**config.mk**
```make
export PLATFORM = sky130hd
export DESIGN_NAME = c80_alu
export DESIGN_NICKNAME = d
export VERILOG_FILES = /design/src/rtl/cpu8080_alu_register_executor_assert.svh /design/src/rtl/c80_pkg.sv /design/src/rtl/c80_alu.sv
export SDC_FILE = /design/constraint.sdc
export NUM_CORES = 1
export LEC_CHECK = 0
export BUFFER_PORTS_ARGS = -buffer_cell sky130_fd_sc_hd__buf_2
export CAP_MARGIN = 25
export CORE_MARGIN = 5
export CORE_UTILIZATION = 58
export DETAILED_ROUTE_END_ITERATION = 8
export GPL_ROUTABILITY_DRIVEN = 1
export GPL_TIMING_DRIVEN = 0
export PLACE_DENSITY = 0.85
export SYNTH_ARGS = -nofsm -noshare
export SYNTH_HDL_FRONTEND = slang
export SYNTH_SLANG_ARGS = --single-unit
```
**constraint.sdc**
```tcl
create_clock -name vclk -period 4.8
set_input_delay 0.48 -clock vclk [all_inputs]
set_output_delay 0.48 -clock vclk [all_outputs]
set_load 0.05 [all_outputs]
```
**src/rtl/cpu8080_alu_register_executor_assert.svh**
```systemverilog
// ----------------------------------------------------------------------------
// Assertion macros for the 8080 ALU/register executor
// Implication checks in the same cycle and in the next cycle.
// ----------------------------------------------------------------------------
`ifndef CPU8080_ALU_REGISTER_EXECUTOR_ASSERT_SVH
`define CPU8080_ALU_REGISTER_EXECUTOR_ASSERT_SVH
`ifndef SYNTH
`define C80_ASSERT_IMP(label, clk, rst_n, a, c) \
  label: assert property (@(posedge clk) disable iff (!rst_n) (a) |-> (c)) \
    else $error("assertion failed");
`define C80_ASSERT_NXT(label, clk, rst_n, a, c) \
  label: assert property (@(posedge clk) disable iff (!rst_n) (a) |=> (c)) \
    else $error("assertion failed");
`else
`define C80_ASSERT_IMP(label, clk, rst_n, a, c)
`define C80_ASSERT_NXT(label, clk, rst_n, a, c)
`endif
`endif

```
**src/rtl/c80_pkg.sv**
```systemverilog
// ----------------------------------------------------------------------------
// c80_pkg
// Types, codes and flag helpers shared by the 8080 executor.
// ----------------------------------------------------------------------------
package c80_pkg;

  typedef struct packed {
    logic [1:0]  mode;
    logic [7:0]  opcode;
    logic [15:0] mem_address;
    logic [7:0]  write_byte;
  } c80_in_t;

  typedef struct packed {
    logic [7:0]  acc_out;
    logic [7:0]  flags_out;
    logic [7:0]  b_out;
    logic [7:0]  c_out;
    logic [7:0]  d_out;
    logic [7:0]  e_out;
    logic [7:0]  h_out;
    logic [7:0]  l_out;
    logic [15:0] pc_out;
    logic [7:0]  read_byte;
  } c80_out_t;

  localparam logic [1:0] MODE_EXEC  = 2'd0;
  localparam logic [1:0] MODE_WRITE = 2'd1;
  localparam logic [1:0] MODE_READ  = 2'd2;
  localparam logic [1:0] MODE_FETCH = 2'd3;

  localparam logic [7:0] FLAGS_RESET = 8'b00000010;
  localparam logic [7:0] LO_MASK     = 8'h0F;
  localparam logic [7:0] HI_CORR     = 8'h60;

  localparam logic [7:0] OP_CMC  = 8'h3F;
  localparam logic [7:0] OP_STC  = 8'h37;
  localparam logic [7:0] OP_CMA  = 8'h2F;
  localparam logic [7:0] OP_DAA  = 8'h27;
  localparam logic [7:0] OP_STAXB = 8'h02;
  localparam logic [7:0] OP_STAXD = 8'h12;
  localparam logic [7:0] OP_LDAXB = 8'h0A;
  localparam logic [7:0] OP_LDAXD = 8'h1A;
  localparam logic [7:0] OP_HLT  = 8'h76;

  localparam logic [2:0] SEL_M = 3'd6;
  localparam logic [2:0] SEL_A = 3'd7;

  // ALU operations of the shared unit
  localparam logic [2:0] ALU_ADD = 3'd0;
  localparam logic [2:0] ALU_ADC = 3'd1;
  localparam logic [2:0] ALU_SUB = 3'd2;
  localparam logic [2:0] ALU_SBB = 3'd3;
  localparam logic [2:0] ALU_ANA = 3'd4;
  localparam logic [2:0] ALU_XRA = 3'd5;
  localparam logic [2:0] ALU_ORA = 3'd6;
  localparam logic [2:0] ALU_CMP = 3'd7;

  typedef struct packed {
    logic [2:0] op;
    logic [7:0] a;
    logic [7:0] b;
    logic       cy;
  } c80_alu_req_t;

  typedef struct packed {
    logic [7:0] res;
    logic [7:0] flags;
  } c80_alu_rsp_t;

  function automatic logic [7:0] szp(input logic [7:0] r);
    szp = {r[7], (r == 8'd0), 1'b0, 1'b0, 1'b0, ~^r, 1'b1, 1'b0};
  endfunction

endpackage

```
**src/rtl/c80_alu.sv**
```systemverilog
// ----------------------------------------------------------------------------
// c80_alu
// Shared 8-bit arithmetic/logic unit with 8080 flag generation.
// ----------------------------------------------------------------------------
module c80_alu (
  input  c80_pkg::c80_alu_req_t req,
  output c80_pkg::c80_alu_rsp_t rsp
);
  import c80_pkg::*;

  logic       sub;
  logic [7:0] bx;
  logic       cin;
  logic [8:0] sum;
  logic [7:0] r;
  logic       ac;

  always_comb begin
    sub = (req.op == ALU_SUB) || (req.op == ALU_SBB) || (req.op == ALU_CMP);
    bx  = sub ? ~req.b : req.b;
    unique case (req.op)
      ALU_ADC: cin = req.cy;
      ALU_SUB, ALU_CMP: cin = 1'b1;
      ALU_SBB: cin = ~req.cy;
      default: cin = 1'b0;
    endcase
    sum = {1'b0, req.a} + {1'b0, bx} + {8'd0, cin};
    ac  = req.a[4] ^ bx[4] ^ sum[4];
    unique case (req.op)
      ALU_ANA: begin
        r = req.a & req.b;
        rsp.flags = szp(r) | {3'b000, req.a[3] | req.b[3], 4'b0000};
      end
      ALU_XRA: begin
        r = req.a ^ req.b;
        rsp.flags = szp(r);
      end
      ALU_ORA: begin
        r = req.a | req.b;
        rsp.flags = szp(r);
      end
      default: begin
        r = sum[7:0];
        rsp.flags = szp(r) | {3'b000, ac, 3'b000, sum[8] ^ sub};
      end
    endcase
    rsp.res = r;
  end
endmodule

```
==> impl_metrics.tcl <==
set metrics [dict create \
    synthDistinctLibCells 38 \
    remaining_drc_errors 0 \
    nFillCells 227 \
    worst-setup-path-type "primary input to primary output" \
    worst_setup_path_start_kind "primary input" \
    port_buffers 32 \
    pin_count 36 \
    gr-usage-all-layers_pct 20.6 \
    achievable_clock_frequency_mhz 225 \
    worst_pin_slew_ps 684 \
    ys_seq_area_share_pct 0 \
    synth_cells 199 \
    max_slew_violation_count 0 \
    detail_route.vias_per_cell 5.45 \
    run_status "completed" \
    synth_xor_area_share_pct 14.5 \
    yosys_warnings 0 \
    kind_of_capture_point_of_the_worst_setup_path "primary output" \
    cell_type_contributing_the_most_total_cell_area_after_synthesis "ha_1" \
    first_iter_violations 58 \
    power.static_leakage_nw 0.941 \
    pwr-share-clk_pct 0 \
    seq_cell_count 0 \
    syn_avg_cell_area_um2 7.57 \
    synth_fa_ha_area_share_pct 35.0 \
    critical_path.max_fanout 10 \
    p_r_area_growth_vs_syn_pct 13.5 \
    multiInputGateArea_um2 1320 \
    synth_compound_gate_area_share_pct 21.2 \
    antenna_left 0 \
    main_combinational_cell_family_by_area_after_synthesis "adder cells" \
    seq_power_share_pct 0 \
    ir_drop_uv 362 \
    netlist.area_leader.share_pct 32.4 \
    routed_wl_mm 3.59 \
    fin_crit_sh_pct 92.6 \
    routed-via-count 1429 \
    synth_area_um2 1510 \
    first_global_vias 1373 \
    die_w_um 61.0 \
    n_antenna_cell 0 \
    p_sw_w 0.000288 \
    routabilityCongestion 0.912 \
    design.final.nets 295 \
    synth-simple-area-share_pct 10.8 \
    power.combinational.fraction_pct 100.0 \
    worstPathRequired_ps 4320 \
    core_um2 2480 \
    row_count 18 \
    hold_violations 0 \
    postLayoutCellArea_um2 1710 \
    global_route_wire_length_before_repair_mm 5.97 \
    timing.max_cap.violations 0 \
    global_route.overflow_total 0 \
    timing.setup.tns_ps 0 \
    power_density_nw_per_um2 266 \
    n_clock_buffer 0 \
    finalCriticalPeriod_ps 4450 \
    start_util_pct 60.8 \
    hp-class "primary input to primary output" \
    final_setup_violation_count 0 \
    dieHeight_um 61.0 \
    grt_setup_unrepaired "no" \
    post_dp_cell_area_um2 1710 \
    wl_per_cell_um 13.7 \
    most_instantiated_library_cell_after_synthesis "ha_1" \
    arrival_ps 3970 \
    slew-limit-headroom_pct 54.0 \
    layout-drive-gt1-share_pct 18.1 \
    p_int_w 0.000167 \
    netlist_top_cells_count "ha_1, inv_1, xnor2_1" \
    muxShareOfSynthArea_pct 5.32 \
    grt_antenna_before_repair 0 \
    drtPass1Iterations 4 \
    p_sw_share_pct 63.3 \
    grt_max_degree 11 \
    yosys-top-cells-area "ha_1, xnor2_1, inv_1" \
    place.detailed.hpwl_mm 3.19 \
    seqCellArea_um2 0 \
    design.die.area_um2 3720 \
]
## worst max-delay path, cell delays in order
cell	delay, ps
buf_2	90
buf_2	240
nand2b_1	200
nand2_2	210
xnor2_1	230
fa_1	440
fa_1	460
nor2b_4	130
o31a_1	170
o21a_1	130
or3_1	120
nand2_1	70
ha_1	320
xor2_1	170
xnor2_1	120
o21ai_1	100
buf_2	270
## through the flow
stage,utilization (%),power (W),setup WS [ps],cells,hold WS (ps)
2_1_floorplan,-,0.000365,348,200,1460
3_3_place_gp,68.9,0.000446,241,262,1600
3_5_place_dp,68.9,0.000455,207,262,1610
4_1_cts,68.9,0.000457,199,262,1610
5_1_grt,69.0,0.000501,127,262,1660
6_report,69.0,0.000455,353,262,1600
## layout by cell type, fill, tap and decap left out, types with 2 or more instances in the layout
| cell type | count |
|---|---|
| buf_2 | 34 |
| ha_1 | 39 |
| clkbuf_1 | 5 |
| a22o_1 | 5 |
| a32o_1 | 3 |
| o21a_1 | 2 |
| a211oi_1 | 3 |
| xnor2_1 | 17 |
| or2_2 | 2 |
| a31oi_1 | 2 |
| xor2_1 | 8 |
| o21ai_0 | 8 |
| nand2_1 | 7 |
| and3_1 | 2 |
| mux2i_1 | 8 |
| a22oi_1 | 3 |
| conb_1 | 3 |
| inv_1 | 34 |
| o211ai_1 | 3 |
| a21oi_1 | 7 |
| o22ai_1 | 2 |
| nand2b_1 | 5 |
| buf_4 | 4 |
| nor2_1 | 7 |
| o41ai_1 | 2 |
| fa_1 | 2 |
| nand4_1 | 2 |
## area by class of cell
cell class	count	area share, %
plain buffers	11	3.44
inverters	35	7.68
multi-input cells	154	77.3
well taps	30	2.19
repair buffers	32	9.36
## power groups by stage
| stage | logic, W | clock network [W] | registers (W) |
|---|---|---|---|
| after floorplan | 0.000365 | 0 | 0 |
| after global placement | 0.000446 | 0 | 0 |
| after CTS | 0.000457 | 0 | 0 |
| after global routing | 0.000501 | 0 | 0 |
| after detailed placement | 0.000455 | 0 | 0 |
| final | 0.000455 | 0 | 0 |
## worst paths after layout
path                start  cells past startpoint     end  slack, ps
setup / recovery  req[17]                     17  rsp[2]        350
hold / removal    req[16]                      6  rsp[0]       1600
## routing by layer
| layer | share of wire [%] | vias up | routed length, um | GRT usage, % |
|---|---|---|---|---|
| met5 | 0 | - | 0 | 0 |
| met4 | 0 | 0 | 0 | 0.310 |
| met3 | 3.7 | 0 | 131 | 0.426 |
| met2 | 51 | 28 | 1820 | 40.3 |
| met1 | 46 | 657 | 1640 | 26.3 |
| li1 | - | 744 | - | - |
## repair_timing
item / 4_1_cts / 5_1_grt
endpoints found under the setup margin: 0 / 1
resized for setup: 0 / 1
hold buffers: 0 / 0
hold endpoints to repair: 0 / 0
buffers inserted: 0 / 0
## cells by family after synthesis
family,Yosys count
xor gates and xnor gates,25
buffers and inverters,46
and+or+nand+nor,31
adders and majority gates,41
other,2
AOI/OAI and AO/OA,46
muxes,8
Power figures use the tool's default switching activity.
